==> config.mk <==
export PLATFORM = sky130hd
export DESIGN_NAME = intrusion_alarm_controller_flat
export DESIGN_NICKNAME = d
export VERILOG_FILES = /design/src/iac_pkg.sv /design/src/iac_if.sv /design/src/intrusion_alarm_controller.sv /design/src/iac_seq.sv /design/src/iac_mode.sv /design/src/flat_wrapper.sv
export VERILOG_INCLUDE_DIRS = /design/src /design/src/src
export SDC_FILE = /design/constraint.sdc
export NUM_CORES = 1
export LEC_CHECK = 0
export ABC_AREA = 1
export BUFFER_PORTS_ARGS = -buffer_cell sky130_fd_sc_hd__buf_2
export CAP_MARGIN = 10
export CORE_MARGIN = 2
export CORE_UTILIZATION = 60
export CTS_BUF_LIST = sky130_fd_sc_hd__clkbuf_2
export DETAILED_ROUTE_END_ITERATION = 7
export PLACE_DENSITY_LB_ADDON = 0.2
export SETUP_SLACK_MARGIN = 0.02
export SLEW_MARGIN = 5
export SYNTH_ARGS = -nofsm -noshare
export SYNTH_HDL_FRONTEND = slang
export SYNTH_HIERARCHICAL = 1
export SYNTH_SLANG_ARGS = --single-unit
==> constraint.sdc <==
create_clock -name clock -period 5.8 [get_ports clock]
set_clock_uncertainty 0.05 [all_clocks]
set_input_delay 1.45 -clock clock [delete_from_list [all_inputs] [get_ports clock]]
set_output_delay 1.45 -clock clock [all_outputs]
set_load 0.01 [all_outputs]
==> src/assert_macros.svh <==
// Assertion macros shared by the RTL files.
// Depends on nothing; the bodies are empty when SYNTHESIS is defined.
`ifndef ASSERT_MACROS_SVH
`define ASSERT_MACROS_SVH
`ifndef SYNTHESIS
// Property must hold at every clock edge outside reset.
`define ASSERT_ALWAYS(label, clk, rst, prop) \
   label: assert property (@(posedge clk) disable iff (rst) (prop)) \
      else $error("assertion failed");
// Consequent must hold in the cycle after the antecedent.
`define ASSERT_NEXT(label, clk, rst, ante, cons) \
   label: assert property (@(posedge clk) disable iff (rst) (ante) |=> (cons)) \
      else $error("assertion failed");
`else
`define ASSERT_ALWAYS(label, clk, rst, prop)
`define ASSERT_NEXT(label, clk, rst, ante, cons)
`endif
`endif

==> src/iac_pkg.sv <==
// Shared types and constants of the intrusion alarm controller.
// Depends on nothing; used by every module and the testbench.
package iac_pkg;

   localparam int SEQUENCE_LENGTH = 3;

   typedef enum logic [1:0] {
      MODE_DISARMED = 2'd0,
      MODE_EXIT     = 2'd1,
      MODE_ARMED    = 2'd2,
      MODE_ALARM    = 2'd3
   } mode_type;

   typedef enum logic {
      CFG_EXIT_DELAY  = 1'b0,
      CFG_KEY_TIMEOUT = 1'b1
   } cfg_index_type;

   localparam logic [1:0] KEY_NONE  = 2'd0;
   localparam logic [1:0] KEY_ONE   = 2'd1;
   localparam logic [1:0] KEY_TWO   = 2'd2;
   localparam logic [1:0] KEY_THREE = 2'd3;

   // position of the last key of a sequence
   localparam logic [1:0] LAST_KEY_POS = 2'(SEQUENCE_LENGTH - 1);

   localparam logic [15:0] EXIT_DELAY_RESET  = 16'd10000;
   localparam logic [15:0] KEY_TIMEOUT_RESET = 16'd3000;

   localparam logic [8:0]  BLINK_HALF_MS   = 9'd300;
   localparam logic [10:0] SIREN_PERIOD_MS = 11'd1600;
   localparam logic [10:0] SIREN_OFF1_MS   = 11'd300;
   localparam logic [10:0] SIREN_ON2_MS    = 11'd500;
   localparam logic [10:0] SIREN_OFF2_MS   = 11'd800;

   typedef struct packed {
      logic arm;
      logic disarm;
   } key_event_type;

   typedef struct packed {
      mode_type mode;
      logic     armed_led;
      logic     disarmed_led;
      logic     buzzer;
   } result_type;

endpackage

==> src/iac_if.sv <==
// Request and response channel interfaces of the alarm controller.
// Plain valid/ready handshake; depends on nothing.
interface iac_req_if;
   logic       valid;
   logic       ready;
   logic [1:0] button;
   logic       motion;
   modport source (output valid, button, motion, input ready);
   modport sink (input valid, button, motion, output ready);
endinterface

interface iac_rsp_if;
   logic       valid;
   logic       ready;
   logic [1:0] mode;
   logic       armed_led;
   logic       disarmed_led;
   logic       buzzer;
   modport source (output valid, mode, armed_led, disarmed_led, buzzer, input ready);
   modport sink (input valid, mode, armed_led, disarmed_led, buzzer, output ready);
endinterface

==> src/intrusion_alarm_controller.sv <==
// Intrusion alarm controller, one request per millisecond tick.
// An accepted request waits in the input register until the result stage is free or
// being emptied; its result then goes to the result register and is the response.
// Throughput: one request per cycle while responses are taken; the input register
// refills while a response waits. Reset: synchronous, active high; clears modes,
// timers, keys, valid flags and loads exit delay 10000 ms and key timeout 3000 ms.
`include "assert_macros.svh"

module intrusion_alarm_controller (
   input  logic          clock,
   input  logic          reset,
   iac_req_if.sink       req_if,
   iac_rsp_if.source     rsp_if,
   input  logic          csr_we,
   input  logic          csr_index,
   input  logic [15:0]   csr_wdata
);
   import iac_pkg::*;

   // configuration registers
   logic [15:0] exit_delay_ff, exit_delay_in;
   logic [15:0] key_timeout_ff, key_timeout_in;

   // input stage
   logic       in_valid_ff, in_valid_in;
   logic [1:0] button_ff;
   logic       motion_ff;

   // result stage
   logic       out_valid_ff, out_valid_in;
   result_type result_ff;

   logic          req_accept;
   logic          step;       // input stage item is processed this cycle
   key_event_type key_event;
   result_type    result;

   // config writes: plain decoder on the register index
   always_comb begin
      exit_delay_in  = exit_delay_ff;
      key_timeout_in = key_timeout_ff;
      if (csr_we) begin
         unique case (cfg_index_type'(csr_index))
            CFG_EXIT_DELAY:  exit_delay_in  = csr_wdata;
            CFG_KEY_TIMEOUT: key_timeout_in = csr_wdata;
            default:         ;
         endcase
      end
   end

   // handshake: the input stage advances whenever the result stage is free
   // or is being emptied this cycle
   assign step          = in_valid_ff && (!out_valid_ff || rsp_if.ready);
   assign req_if.ready  = !in_valid_ff || step;
   assign req_accept    = req_if.valid && req_if.ready;
   assign in_valid_in   = req_accept || (in_valid_ff && !step);
   assign out_valid_in  = step || (out_valid_ff && !rsp_if.ready);

   always_ff @(posedge clock) begin
      if (reset) begin
         exit_delay_ff  <= EXIT_DELAY_RESET;
         key_timeout_ff <= KEY_TIMEOUT_RESET;
         in_valid_ff    <= 1'b0;
         out_valid_ff   <= 1'b0;
      end else begin
         exit_delay_ff  <= exit_delay_in;
         key_timeout_ff <= key_timeout_in;
         in_valid_ff    <= in_valid_in;
         out_valid_ff   <= out_valid_in;
      end
   end

   // payload registers, no reset
   always_ff @(posedge clock) begin
      if (req_accept) begin
         button_ff <= req_if.button;
         motion_ff <= req_if.motion;
      end
      if (step) begin
         result_ff <= result;
      end
   end

   // key handling runs ahead of the mode logic within the same tick
   iac_seq u_seq (
      .clock          (clock),
      .reset          (reset),
      .step           (step),
      .button         (button_ff),
      .key_timeout_ms (key_timeout_ff),
      .key_event      (key_event)
   );

   iac_mode u_mode (
      .clock         (clock),
      .reset         (reset),
      .step          (step),
      .motion        (motion_ff),
      .key_event     (key_event),
      .exit_delay_ms (exit_delay_ff),
      .result        (result)
   );

   assign rsp_if.valid        = out_valid_ff;
   assign rsp_if.mode         = result_ff.mode;
   assign rsp_if.armed_led    = result_ff.armed_led;
   assign rsp_if.disarmed_led = result_ff.disarmed_led;
   assign rsp_if.buzzer       = result_ff.buzzer;

   // an empty result stage never blocks new requests
   `ASSERT_ALWAYS(a_ready_when_empty, clock, reset, !out_valid_ff |-> req_if.ready)
   // a held request is not lost while the response side stalls
   `ASSERT_NEXT(a_hold_input, clock, reset, in_valid_ff && !step, in_valid_ff)
   // siren only sounds in alarm
   `ASSERT_ALWAYS(a_buzzer_alarm, clock, reset,
                  !(out_valid_ff && result_ff.buzzer) || result_ff.mode == MODE_ALARM)
   // green LED excludes red LED and siren
   `ASSERT_ALWAYS(a_led_exclusive, clock, reset,
                  !(out_valid_ff && result_ff.disarmed_led) || (!result_ff.armed_led && !result_ff.buzzer))

endmodule

==> src/iac_seq.sv <==
// Key sequence collector: gap timer, stored keys, arm/disarm detection.
// Depends on iac_pkg.
module iac_seq (
   input  logic                  clock,
   input  logic                  reset,
   input  logic                  step,
   input  logic [1:0]            button,
   input  logic [15:0]           key_timeout_ms,
   output iac_pkg::key_event_type key_event
);
   import iac_pkg::*;

   logic [1:0]  key0_ff, key0_in;
   logic [1:0]  key1_ff, key1_in;
   logic [1:0]  count_ff, count_in;
   logic [15:0] gap_ff, gap_in;
   logic        running_ff, running_in;
   logic [15:0] gap_inc;
   logic [1:0]  count_eff;
   logic        drop;

   always_comb begin
      gap_inc   = (running_ff && gap_ff != '1) ? gap_ff + 16'd1 : gap_ff;
      drop      = running_ff && (gap_inc > key_timeout_ms);
      count_eff = drop ? 2'd0 : count_ff;

      key0_in    = key0_ff;
      key1_in    = key1_ff;
      count_in   = count_ff;
      gap_in     = gap_ff;
      running_in = running_ff;
      key_event  = '0;

      if (step) begin
         gap_in = gap_inc;
         if (button != KEY_NONE) begin
            if (count_eff == LAST_KEY_POS) begin
               key_event.arm    = (key0_ff == KEY_ONE) && (key1_ff == KEY_TWO) &&
                                  (button == KEY_THREE);
               key_event.disarm = (key0_ff == KEY_THREE) && (key1_ff == KEY_TWO) &&
                                  (button == KEY_ONE);
               count_in   = 2'd0;
               gap_in     = 16'd0;
               running_in = 1'b0;
            end else begin
               if (count_eff == 2'd0) begin
                  key0_in = button;
               end else begin
                  key1_in = button;
               end
               count_in   = count_eff + 2'd1;
               gap_in     = 16'd0;
               running_in = 1'b1;
            end
         end
      end
   end

   always_ff @(posedge clock) begin
      if (reset) begin
         key0_ff    <= KEY_NONE;
         key1_ff    <= KEY_NONE;
         count_ff   <= 2'd0;
         gap_ff     <= 16'd0;
         running_ff <= 1'b0;
      end else begin
         key0_ff    <= key0_in;
         key1_ff    <= key1_in;
         count_ff   <= count_in;
         gap_ff     <= gap_in;
         running_ff <= running_in;
      end
   end

endmodule

==> src/iac_mode.sv <==
// Mode logic: exit delay and blink timers, siren pattern, LED and buzzer levels.
// Depends on iac_pkg.
module iac_mode (
   input  logic                   clock,
   input  logic                   reset,
   input  logic                   step,
   input  logic                   motion,
   input  iac_pkg::key_event_type key_event,
   input  logic [15:0]            exit_delay_ms,
   output iac_pkg::result_type    result
);
   import iac_pkg::*;

   mode_type    mode_ff, mode_in;
   logic [15:0] exit_ff, exit_in;
   logic [8:0]  blink_ff, blink_in;
   logic        red_ff, red_in;
   logic [10:0] pos_ff, pos_in;
   logic        siren_ff, siren_in;
   logic        buzz_ff, buzz_in;

   mode_type    mode_v;
   logic [15:0] exit_v;
   logic [8:0]  blink_v;
   logic        red_v;
   logic [10:0] pos_v;
   logic        siren_v;
   logic        buzz_v;

   always_comb begin
      mode_v  = mode_ff;
      exit_v  = exit_ff;
      blink_v = blink_ff;
      red_v   = red_ff;
      pos_v   = pos_ff;
      siren_v = siren_ff;
      buzz_v  = buzz_ff;

      // timers advance first
      if (mode_ff == MODE_EXIT) begin
         if (exit_v != '1) exit_v = exit_v + 16'd1;
         if (blink_v != '1) blink_v = blink_v + 9'd1;
      end
      if (siren_ff && pos_v != '1) pos_v = pos_v + 11'd1;

      // key events
      if (key_event.arm && mode_v == MODE_DISARMED) begin
         mode_v  = MODE_EXIT;
         exit_v  = 16'd0;
         blink_v = 9'd0;
         red_v   = 1'b1;
         siren_v = 1'b0;
         pos_v   = 11'd0;
         buzz_v  = 1'b0;
      end
      if (key_event.disarm) begin
         mode_v  = MODE_DISARMED;
         siren_v = 1'b0;
         pos_v   = 11'd0;
         buzz_v  = 1'b0;
      end

      if (mode_v == MODE_EXIT) begin
         if (blink_v >= BLINK_HALF_MS) begin
            blink_v = 9'd0;
            red_v   = !red_v;
         end
         if (exit_v >= exit_delay_ms) begin
            red_v  = 1'b1;
            mode_v = MODE_ARMED;
         end
      end
      if (mode_v == MODE_ARMED && motion) mode_v = MODE_ALARM;

      if (mode_v == MODE_ALARM) begin
         if (!siren_v) begin
            siren_v = 1'b1;
            pos_v   = 11'd0;
            buzz_v  = 1'b1;
         end else begin
            if (pos_v >= SIREN_PERIOD_MS) pos_v = 11'd0;
            buzz_v = (pos_v < SIREN_OFF1_MS) ||
                     (pos_v >= SIREN_ON2_MS && pos_v < SIREN_OFF2_MS);
         end
      end

      mode_in  = step ? mode_v : mode_ff;
      exit_in  = step ? exit_v : exit_ff;
      blink_in = step ? blink_v : blink_ff;
      red_in   = step ? red_v : red_ff;
      pos_in   = step ? pos_v : pos_ff;
      siren_in = step ? siren_v : siren_ff;
      buzz_in  = step ? buzz_v : buzz_ff;

      result.mode = mode_v;
      unique case (mode_v)
         MODE_DISARMED: result.armed_led = 1'b0;
         MODE_EXIT:     result.armed_led = red_v;
         default:       result.armed_led = 1'b1;
      endcase
      result.disarmed_led = (mode_v == MODE_DISARMED);
      result.buzzer       = buzz_v;
   end

   always_ff @(posedge clock) begin
      if (reset) begin
         mode_ff  <= MODE_DISARMED;
         exit_ff  <= 16'd0;
         blink_ff <= 9'd0;
         red_ff   <= 1'b0;
         pos_ff   <= 11'd0;
         siren_ff <= 1'b0;
         buzz_ff  <= 1'b0;
      end else begin
         mode_ff  <= mode_in;
         exit_ff  <= exit_in;
         blink_ff <= blink_in;
         red_ff   <= red_in;
         pos_ff   <= pos_in;
         siren_ff <= siren_in;
         buzz_ff  <= buzz_in;
      end
   end

endmodule

==> src/flat_wrapper.sv <==
// flat-port wrapper written by rule: the top's interface ports become plain ports
module intrusion_alarm_controller_flat import iac_pkg::*;
  (clock, reset, csr_we, csr_index, csr_wdata, req_if_valid, req_if_button, req_if_motion, req_if_ready, rsp_if_valid, rsp_if_mode, rsp_if_armed_led, rsp_if_disarmed_led, rsp_if_buzzer, rsp_if_ready);
  iac_req_if req_if_i ();
  iac_rsp_if rsp_if_i ();
  input  logic clock;
  input  logic reset;
  input  logic csr_we;
  input  logic csr_index;
  input  logic [15:0] csr_wdata;
  input wire logic [$bits(req_if_i.valid)-1:0] req_if_valid;
  input wire logic [$bits(req_if_i.button)-1:0] req_if_button;
  input wire logic [$bits(req_if_i.motion)-1:0] req_if_motion;
  output wire logic [$bits(req_if_i.ready)-1:0] req_if_ready;
  output wire logic [$bits(rsp_if_i.valid)-1:0] rsp_if_valid;
  output wire logic [$bits(rsp_if_i.mode)-1:0] rsp_if_mode;
  output wire logic [$bits(rsp_if_i.armed_led)-1:0] rsp_if_armed_led;
  output wire logic [$bits(rsp_if_i.disarmed_led)-1:0] rsp_if_disarmed_led;
  output wire logic [$bits(rsp_if_i.buzzer)-1:0] rsp_if_buzzer;
  input wire logic [$bits(rsp_if_i.ready)-1:0] rsp_if_ready;
  assign req_if_i.valid = req_if_valid;
  assign req_if_i.button = req_if_button;
  assign req_if_i.motion = req_if_motion;
  assign req_if_ready = req_if_i.ready;
  assign rsp_if_valid = rsp_if_i.valid;
  assign rsp_if_mode = rsp_if_i.mode;
  assign rsp_if_armed_led = rsp_if_i.armed_led;
  assign rsp_if_disarmed_led = rsp_if_i.disarmed_led;
  assign rsp_if_buzzer = rsp_if_i.buzzer;
  assign rsp_if_i.ready = rsp_if_ready;
  intrusion_alarm_controller u_core (.clock(clock), .reset(reset), .req_if(req_if_i), .rsp_if(rsp_if_i), .csr_we(csr_we), .csr_index(csr_index), .csr_wdata(csr_wdata));
endmodule
==> results of run 1 <==
==> area by class of cell <==
cell class              instances  area [um^2]
fillers                      1065         3800
multi-input cells             722         3780
flip-flops and latches        106         2210
inverters                     160          613
repair buffers                 40          223
well taps                     140          175
clock inverters                 7         90.1
clock buffers                   9         45.0
==> kinds of logic (layout without fill, tap and decap cells) <==
family	after synthesis	in the layout	share of synthesized area, %
AO/OA/AOI/OAI	166	166	13.2
XOR/XNOR	15	15	1.94
adder cells (fa/ha/maj)	37	37	6.80
buffers and inverters	192	216	12.0
flip-flops	106	106	32.5
multiplexers	1	1	0.166
AND/OR/NAND/NOR	503	503	33.4
==> worst register-to-register path: cells and delay by family (launching register included) <==
kind | cells | cell delay, ns
buffers and inverters | 6 | 0.56
AO/OA/AOI/OAI | 7 | 0.89
flip-flops | 1 | 0.44
adder cells (fa/ha/maj) | 3 | 0.82
AND/OR/NAND/NOR | 20 | 2.44
==> sequential cells by signal, indices dropped and copies added (netlist names), 2 cells and up <==
register                flops
u_core/u_seq/gap_ff        16
u_core/rsp_if.mode          2
u_core/u_mode/exit_ff      16
u_core/u_seq/key1_ff        2
u_core/exit_delay_ff       16
u_core/button_ff            2
u_core/u_mode/blink_ff      9
u_core/u_mode/mode_ff       2
u_core/key_timeout_ff      16
u_core/u_mode/pos_ff       11
u_core/u_seq/key0_ff        2
u_core/u_seq/count_ff       2
==> path summary, 6_finish.rpt <==
path	start	endpoint
max	u_core/u_seq/gap_ff[0]	u_core/u_mode/pos_ff[4]
min	u_core/u_mode/exit_ff[12]	u_core/u_mode/exit_ff[12]
max reg2reg	u_core/u_seq/gap_ff[0]	u_core/u_mode/pos_ff[4]
min reg2reg	u_core/u_mode/exit_ff[12]	u_core/u_mode/exit_ff[12]
==> layout by cell type (no fill, tap or decap), types with 15 or more instances in the layout <==
cell type  instances
o21ai_0           54
dfxtp_1           96
buf_2             31
ha_1              35
nor2_1           101
nand2_1          235
nand4_1           19
nand3_1           88
a21oi_1           84
inv_1            151
nor3_1            15
==> per-layer routing <==
layer  part of all wire, %  track usage [%]
met5                     0                0
met4                   1.4             7.14
met3                   5.2             5.94
met2                    46             44.3
met1                    48             35.9
==> timing repair <==
action	CTS	global route
gates resized for setup	0	7
setup buffers	0	1
hold buffers	0	0
setup endpoints to repair	0	18
==> power by group through the flow <==
stage / Clock [mW] / Combinational, mW / Sequential, mW
6_report: 0.389 / 0.232 / 0.802
3_5_place_dp: 0 / 0.229 / 0.815
2_1_floorplan: 0 / 0.181 / 0.807
3_3_place_gp: 0 / 0.226 / 0.814
5_1_grt: 0.423 / 0.268 / 0.808
4_1_cts: 0.403 / 0.230 / 0.802
==> impl_metrics.json, run 1 <==
{
  "tns_ns": 0,
  "finalPower_mw": 1.42,
  "clkTransAtPathRegs_ns": 0.30,
  "synth_cell_types": 50,
  "reg2regPathDepth": 36,
  "die_h_um": 110,
  "cpMostUsedCell": "nand2_1",
  "drtIter0Drc": 442,
  "sw_frac_of_total_pct": 31.7,
  "synth.area.top_cells": "dfxtp_1 29%, nand2_1 13%, inv_1 8.4%",
  "critPathMaxFanout": 28,
  "syn-num-nets": 1081,
  "final_layout_size_suffix_gt1_share_pct": 10.2,
  "grt_usage_pct": 27.0,
  "cp.depth": 36,
  "viasPerCell": 5.34,
  "grt_max_degree": 54,
  "worst-endpoint-required_ns": 6.28,
  "dp.cells": 1167,
  "dieWidth_um": 110,
  "power_frac_seq_pct": 56.4,
  "comb_power_share_pct": 16.3,
  "place_worst_setup_slack_ns": 0.183,
  "pwr-share-clk_pct": 27.3,
  "max_clock_freq_ghz": 0.189,
  "hold_depth": 2,
  "h-tree-depth": 3,
  "grt_pass1_wl_um": 25900,
  "gp_congestion": 0.930,
  "synth_top_cell_by_area": "dfxtp_1",
  "outcome": "finished, final reports clean",
  "cts.sinks": 106,
  "instances_no_fill": 1184,
  "synth_ff_type": "dfxtp_1",
  "irDropWorstVdd_mv": 0.198,
  "grt-ovfl-total": 0,
  "intPower_mw": 0.972,
  "start_util_pct": 61.9,
  "syn_avg_cell_area_um2": 6.64,
  "worstSetupEndpointType": "register",
  "vias": 6321,
  "synth_warnings": 6,
  "p_sw_mw": 0.451,
  "critPathBufInv": 6,
  "cts_root_buf": "clkbuf_2",
  "drc": 0,
  "max_stage_delay_ns": 0.44,
  "arrival_ns": 5.76,
  "yosysMostFrequentCell": "nand2_1",
  "hold_viol_final": 0,
  "dp_hpwl_um": 11500,
  "ant_nets": 0,
  "antenna_cells": 0,
  "synth_area_mm2": 0.00677,
  "ys_ff_latch": 106,
  "power_density_mw_per_mm2": 199,
  "nNetsFinal": 1100,
  "routed_wl_um": 15500,
  "grt_pass1_vias": 5687,
  "cpLargestDelayFamily": "simple AND/OR/NAND/NOR gates",
  "maxSlewViolCount": 0,
  "cts_made_buffers": 9,
  "cp_slowest_cell": "dfxtp_4",
  "critPathLaunchType": "register",
  "io_buffer_count": 31,
  "syn_inst": 1020,
  "setup_ws_ns": 0.518,
  "yosysSeqAreaShare_pct": 32.5,
  "cap_violations": 0,
  "syn2layout_area_growth_pct": 5.40,
  "die_area_mm2": 0.0122,
  "period_share_pct": 91.1,
  "whs_ns": 0.435,
  "synth-async-reset-ratio_pct": 0,
  "drtPass1Iterations": 5,
  "max_slew.worst_pin.slew_ns": 0.830,
  "ios": 32,
  "synthTopCellsByCount": "235 x nand2_1, 151 x inv_1, 101 x nor2_1",
  "fin_crit_ns": 5.28,
  "relSlewSlack_pct": 44.6,
  "wl_per_cell_um": 13.1,
  "leakage_nw": 3.37,
  "hold_class": "reg -> reg",
  "placed_cell_area_mm2": 0.00697,
  "antenna_found_initial": 0,
  "stdcell_area_mm2": 0.00714,
  "setup_violations": 0,
  "cts_buffer_depth": 2,
  "r2r_slack_ns": 0.52,
  "cts_tree": "done",
  "synth-edff-count": 8,
  "core.rowCount": 38,
  "coreArea_mm2": 0.0109,
  "final_util_pct": 65.3,
  "synth_top_area_share_pct": 29.0,
  "crit_type": "reg -> reg",
  "clkLatencyLatePin_ns": 0.65
}
(Power assumes the default switching activity.)
==> run 2, diff against run 1 <==
- CORE_UTILIZATION: 60 -> 25
==> run 2 against run 1 <==
- sequential cell count unchanged
- setup slack improved by 0.041 ns
- power increased by 1.5%
- utilization decreased by 37 points
- global-route usage decreased by 14 points
- critical endpoint is now u_core/u_mode/pos_ff[10]
- non-clock buffer count increased by 8
- clock power increased by 2%
- first-iteration DRC count decreased by 32%
- clock-buffer cell count unchanged
- highest routed layer unchanged
==> impl_metrics.json, run 2 (synthesis gave the netlist of run 1 again) <==
{
  "crit_type": "reg -> reg",
  "cts_tree": "done",
  "coreArea_mm2": 0.0268,
  "drc": 0,
  "worst-endpoint-required_ns": 6.28,
  "vias": 6307,
  "final_util_pct": 28.1,
  "critPathLaunchType": "register",
  "viasPerCell": 4.52,
  "grt_max_degree": 54,
  "power_frac_seq_pct": 55.6,
  "hold_viol_final": 0,
  "max_slew.worst_pin.slew_ns": 1.17,
  "drtIter0Drc": 301,
  "dp_hpwl_um": 13500,
  "critPathMaxFanout": 16,
  "cpMostUsedCell": "nand2_1",
  "syn2layout_area_growth_pct": 11.1,
  "highest_layer": "met4",
  "hold_class": "reg -> reg",
  "ant_nets": 0,
  "comb_power_share_pct": 17.1,
  "nNetsFinal": 1109,
  "max_clock_freq_ghz": 0.191,
  "dieWidth_um": 169,
  "antenna_found_initial": 1,
  "wl_met2_um": 8040,
  "grt_pass1_vias": 5952,
  "grt_usage_pct": 13.0,
  "period_share_pct": 90.4,
  "cts_made_buffers": 9,
  "worstSetupEndpointType": "register",
  "met3WireLength_um": 452,
  "arrival_ns": 5.72,
  "setup_violations": 0,
  "cap_violations": 0,
  "drtPass1Iterations": 5,
  "gp_congestion": 0.795,
  "cts.sinks": 106,
  "seqCellArea_mm2": 0.00220,
  "irDropWorstVdd_mv": 0.0723,
  "layout_commonest_cell": "nand2_1",
  "sw_frac_of_total_pct": 32.7,
  "wl_met1_um": 9270,
  "routed_wl_um": 18000,
  "final_cell_mix": "234 x nand2_1, 150 x inv_1, 97 x nor2_1, 97 x dfxtp_1, 87 x nand3_1",
  "p_sw_mw": 0.471,
  "power_density_mw_per_mm2": 192,
  "clkLatencyLatePin_ns": 0.65,
  "start_util_pct": 25.3,
  "cts_buffer_depth": 2,
  "instances_no_fill": 1395,
  "final_layout_size_suffix_gt1_share_pct": 11.7,
  "relSlewSlack_pct": 21.7,
  "fin_crit_ns": 5.24,
  "cp_slowest_cell": "dfxtp_2",
  "intPower_mw": 0.972,
  "h-tree-depth": 3,
  "hold_buffers": 0,
  "dp.cells": 1372,
  "grt-ovfl-total": 0,
  "outcome": "finished, final reports clean",
  "maxSlewViolCount": 0,
  "io_buffer_count": 31,
  "cts_root_buf": "clkbuf_2",
  "num-fill-cells": 2951,
  "leakage_nw": 3.42,
  "grt_pass1_wl_um": 30000,
  "die_h_um": 169,
  "max_stage_delay_ns": 0.41,
  "core.rowCount": 60,
  "ios": 32,
  "clkTransAtPathRegs_ns": 0.34,
  "die_area_mm2": 0.0284,
  "multi_input_comb_area_mm2": 0.00385,
  "pwr-share-clk_pct": 27.4,
  "wl_per_cell_um": 12.9
}
-- run 2: cell count changes in the layout (fill, tap and decap cells not counted), sizes merged --
cell and change:
or2 +1, inv -3, diode +1, clkinv +3
buf +8
-- run 2: metal layers --
layer,up-vias,track usage (%)
met3,13,2.08
li1,3348,-
met1,2870,18.0
met4,0,2.96
met5,-,0
met2,76,21.1
-- run 2: area by class of cell --
class	count	area share, %
Multi-Input combinational cell	723	51.3
Sequential cell	106	29.3
Antenna cell	1	0.0333
Tap cell	341	5.67
Inverter	160	8.18
Clock inverter	7	1.15
Timing Repair Buffer	48	3.81
Clock buffer	9	0.599
-- run 2: critical path: cells and delay by family, from the launching register on --
family                     cells  cell delay (ns)
buffers and inverters          7             0.71
adders and majority gates      3             0.77
DFF                            1             0.41
and+or+nand+nor               26             2.80
AOI/OAI and AO/OA              3             0.33
-- run 2: timing repair --
| action | CTS | global route |
|---|---|---|
| resized for setup | 2 | 20 |
| pin swaps | 0 | 6 |
| setup endpoints to repair | 11 | 20 |
| cloned | 0 | 1 |
| buffers inserted | 0 | 5 |
-- run 2: worst paths after layout --
kind | start | end | slack [ns] | cells past startpoint
hold / removal | u_core/exit_delay_ff[8] | u_core/exit_delay_ff[8] | 0.44 | 2
hold reg to reg | u_core/exit_delay_ff[8] | u_core/exit_delay_ff[8] | 0.44 | 2
setup / recovery | u_core/u_seq/gap_ff[1] | u_core/u_mode/pos_ff[10] | 0.56 | 39
setup reg to reg | u_core/u_seq/gap_ff[1] | u_core/u_mode/pos_ff[10] | 0.56 | 39
-- run 2: through the flow --
step / power [mW] / setup slack (ns) / TNS [ns] / hold WS, ns / instance area (um^2)
5_1_grt: 1.55 / -0.00690 / -0.0134 / 0.445 / 7520
3_5_place_dp: 1.05 / 0.0607 / 0 / 0.399 / 7260
4_1_cts: 1.47 / 0.0951 / 0 / 0.437 / 7390
3_3_place_gp: 1.06 / 0.210 / 0 / 0.397 / 7260
6_report: 1.44 / 0.559 / 0 / 0.438 / 7520
2_1_floorplan: 0.988 / 0.679 / 0 / 0.379 / 6770
-- run 2: power groups by stage --
stage                     combinational (mW)  sequential, mW  clock, mW
after floorplan                        0.181           0.807          0
after global placement                 0.241           0.815          0
after detailed placement               0.240           0.815          0
after CTS                              0.242           0.803      0.427
after global routing                   0.287           0.809      0.449
final                                  0.247           0.802      0.395
==> run 3, diff against run 2 <==
- CTS_CLUSTER_DIAMETER: unset -> 200
- SYNTH_HIERARCHICAL: 1 -> unset
==> run 3 against run 2 <==
- die area down 4.6%
- highest routed layer unchanged
- clock-buffer cell count unchanged
- via count down 12%
- global-route usage down 0.59 points
- non-clock buffer count down 11
- sequential share of layout area up 1.9 points
- routed wire length down 12%
==> impl_metrics.json, run 3 <==
{
  "cp.depth": 35,
  "cts_buffer_depth": 2,
  "grt_max_degree": 70,
  "max_clock_freq_ghz": 0.194,
  "hold_class": "reg -> reg",
  "finalPower_mw": 1.33,
  "critPathLaunchType": "register",
  "yosysSeqAreaShare_pct": 34.1,
  "final_cell_mix": "213 x nand2_1, 137 x inv_1, 98 x dfxtp_1",
  "clkTransAtPathRegs_ns": 0.29,
  "routed_wl_um": 15800,
  "cap_violations": 0,
  "dieWidth_um": 165,
  "cts_root_buf": "clkbuf_2",
  "ios": 32,
  "clkLatencyLatePin_ns": 0.62,
  "cts_made_buffers": 9,
  "synth.area.top_cells": "dfxtp_1 30%, nand2_1 12%, inv_1 8.0%",
  "syn_avg_cell_area_um2": 7.08,
  "ys_ff_latch": 106,
  "final_layout_size_suffix_gt1_share_pct": 11.4,
  "dp_hpwl_um": 11800,
  "irDropWorstVdd_mv": 0.0849,
  "viasPerCell": 4.38,
  "syn2layout_area_growth_pct": 9.27,
  "max_stage_delay_ns": 0.42,
  "postCtsSetupBuffers": 0,
  "reg2regPathDepth": 35,
  "tns_ns": 0,
  "synth_cell_types": 47,
  "wl_per_cell_um": 12.5,
  "synth_top_cell_by_area": "dfxtp_1",
  "grt_pass1_vias": 5329,
  "synthTopCellsByCount": "213 x nand2_1, 137 x inv_1, 98 x dfxtp_1",
  "crit_type": "reg -> reg",
  "period_share_pct": 88.6,
  "cpMostUsedCell": "nand2_1",
  "nNetsFinal": 992,
  "hold_buffers": 0,
  "grt_usage_pct": 12.4,
  "cts.sinks": 106,
  "power_density_mw_per_mm2": 188,
  "cts_tree": "done",
  "vias": 5543,
  "setup_violations": 0,
  "h-tree-depth": 3,
  "syn-num-nets": 973,
  "ant_nets": 0,
  "grt_pass1_wl_um": 26800,
  "cp_slowest_cell": "dfxtp_1",
  "yosysMostFrequentCell": "nand2_1",
  "max_slew.worst_pin.slew_ns": 0.712,
  "syn_inst": 912,
  "gp_congestion": 0.784,
  "drc": 0,
  "worst-endpoint-required_ns": 6.25,
  "grt-ovfl-total": 0,
  "antenna_found_initial": 1,
  "synth_warnings": 0,
  "drtPass1Iterations": 4,
  "core.rowCount": 58,
  "arrival_ns": 5.59,
  "critPathBufInv": 4,
  "synth_area_mm2": 0.00645,
  "start_util_pct": 25.5,
  "cpLargestDelayFamily": "simple AND/OR/NAND/NOR gates",
  "die_area_mm2": 0.0271,
  "worstSetupEndpointType": "register",
  "fin_crit_ns": 5.14,
  "synth_ff_type": "dfxtp_1",
  "synth-async-reset-ratio_pct": 0,
  "io_buffer_count": 31,
  "synth_top_area_share_pct": 30.4,
  "rsz0062_at_grt": "no",
  "hold_depth": 2,
  "outcome": "finished, final reports clean",
  "leakage_nw": 3.24,
  "synth-edff-count": 8,
  "critPathMaxFanout": 10,
  "relSlewSlack_pct": 52.6,
  "coreArea_mm2": 0.0253,
  "drtIter0Drc": 396,
  "die_h_um": 165,
  "maxSlewViolCount": 0,
  "layout_commonest_cell": "nand2_1",
  "hold_viol_final": 0
}
-- run 3: cell types whose count changed in the layout (fill, tap and decap cells not counted), sizes merged, moves of 8 or more --
cell,previous run,this run
nor2,109,48
nand3,93,35
nand2,247,225
xor2,13,28
inv,162,149
a21oi,88,99
buf,48,37
xnor2,2,12
o211ai,5,14
o21ai,57,65
-- run 3: metrics by stage --
step | hold slack (ns) | cells | util, % | setup slack, ns | area, um^2
5_1_grt | 0.436 | 1266 | 27.9 | 0.0333 | 7050
3_5_place_dp | 0.404 | 1250 | 27.5 | 0.623 | 6960
6_report | 0.429 | 1266 | 27.9 | 0.658 | 7050
2_1_floorplan | 0.383 | 912 | - | 1.22 | 6450
3_3_place_gp | 0.395 | 1250 | 27.5 | 0.668 | 6960
4_1_cts | 0.432 | 1265 | 27.9 | 0.567 | 7040
-- run 3: area by class of cell --
cell class | count | area (um^2)
fill | 2875 | 18200
multi-input combinational | 629 | 3580
sequential | 106 | 2200
inverter | 148 | 563
tap | 330 | 413
timing repair buffer | 37 | 200
clock buffer | 9 | 45.0
clock inverter | 6 | 42.5
antenna | 1 | 2.50
-- run 3: tightest hold or removal path: stages, from the launching register on --
cell     delay (ns)
dfxtp_1        0.36
inv_1          0.06
a21oi_1        0.06
-- run 3: layer usage --
metal	global-route usage (%)	share of wire (%)	vias up	wire [um]
met3	2.06	2.6	11	407
met4	3.56	1.1	0	176
met5	0	0	-	0
li1	-	-	3004	-
met2	20.6	46	51	7230
met1	16.5	51	2477	8020
-- run 3: cell families (layout without fill, tap and decap cells) --
group                      Yosys count  after routing  share of synthesized area [%]
other                                0              1                              0
AOI/OAI and AO/OA                  188            188                           16.3
DFF                                106            106                           34.1
buffers and inverters              177            200                           10.4
adders and majority gates           36             36                           6.98
xor gates and xnor gates            40             40                           5.43
and+or+nand+nor                    365            365                           26.7
-- run 3: path summary, 6_finish.rpt --
kind,slack (ns),endpoint,startpoint
setup reg to reg,0.66,u_core.u_mode.pos_ff[3],u_core.u_seq.gap_ff[0]
setup / recovery,0.66,u_core.u_mode.pos_ff[3],u_core.u_seq.gap_ff[0]
hold / removal,0.43,u_core.exit_delay_ff[15],u_core.exit_delay_ff[15]
hold reg to reg,0.43,u_core.exit_delay_ff[15],u_core.exit_delay_ff[15]
-- run 3: what timing repair did --
item	CTS	global route
hold endpoints to repair	0	0
endpoints found under the setup margin	0	12
resized for setup	0	2
-- run 3: power breakdown --
part | switching [mW] | total (mW) | internal, mW
logic | 0.132 | 0.203 | 0.0715
clock network | 0.267 | 0.324 | 0.0570
registers | 0.0243 | 0.800 | 0.776
total | 0.424 | 1.33 | 0.904
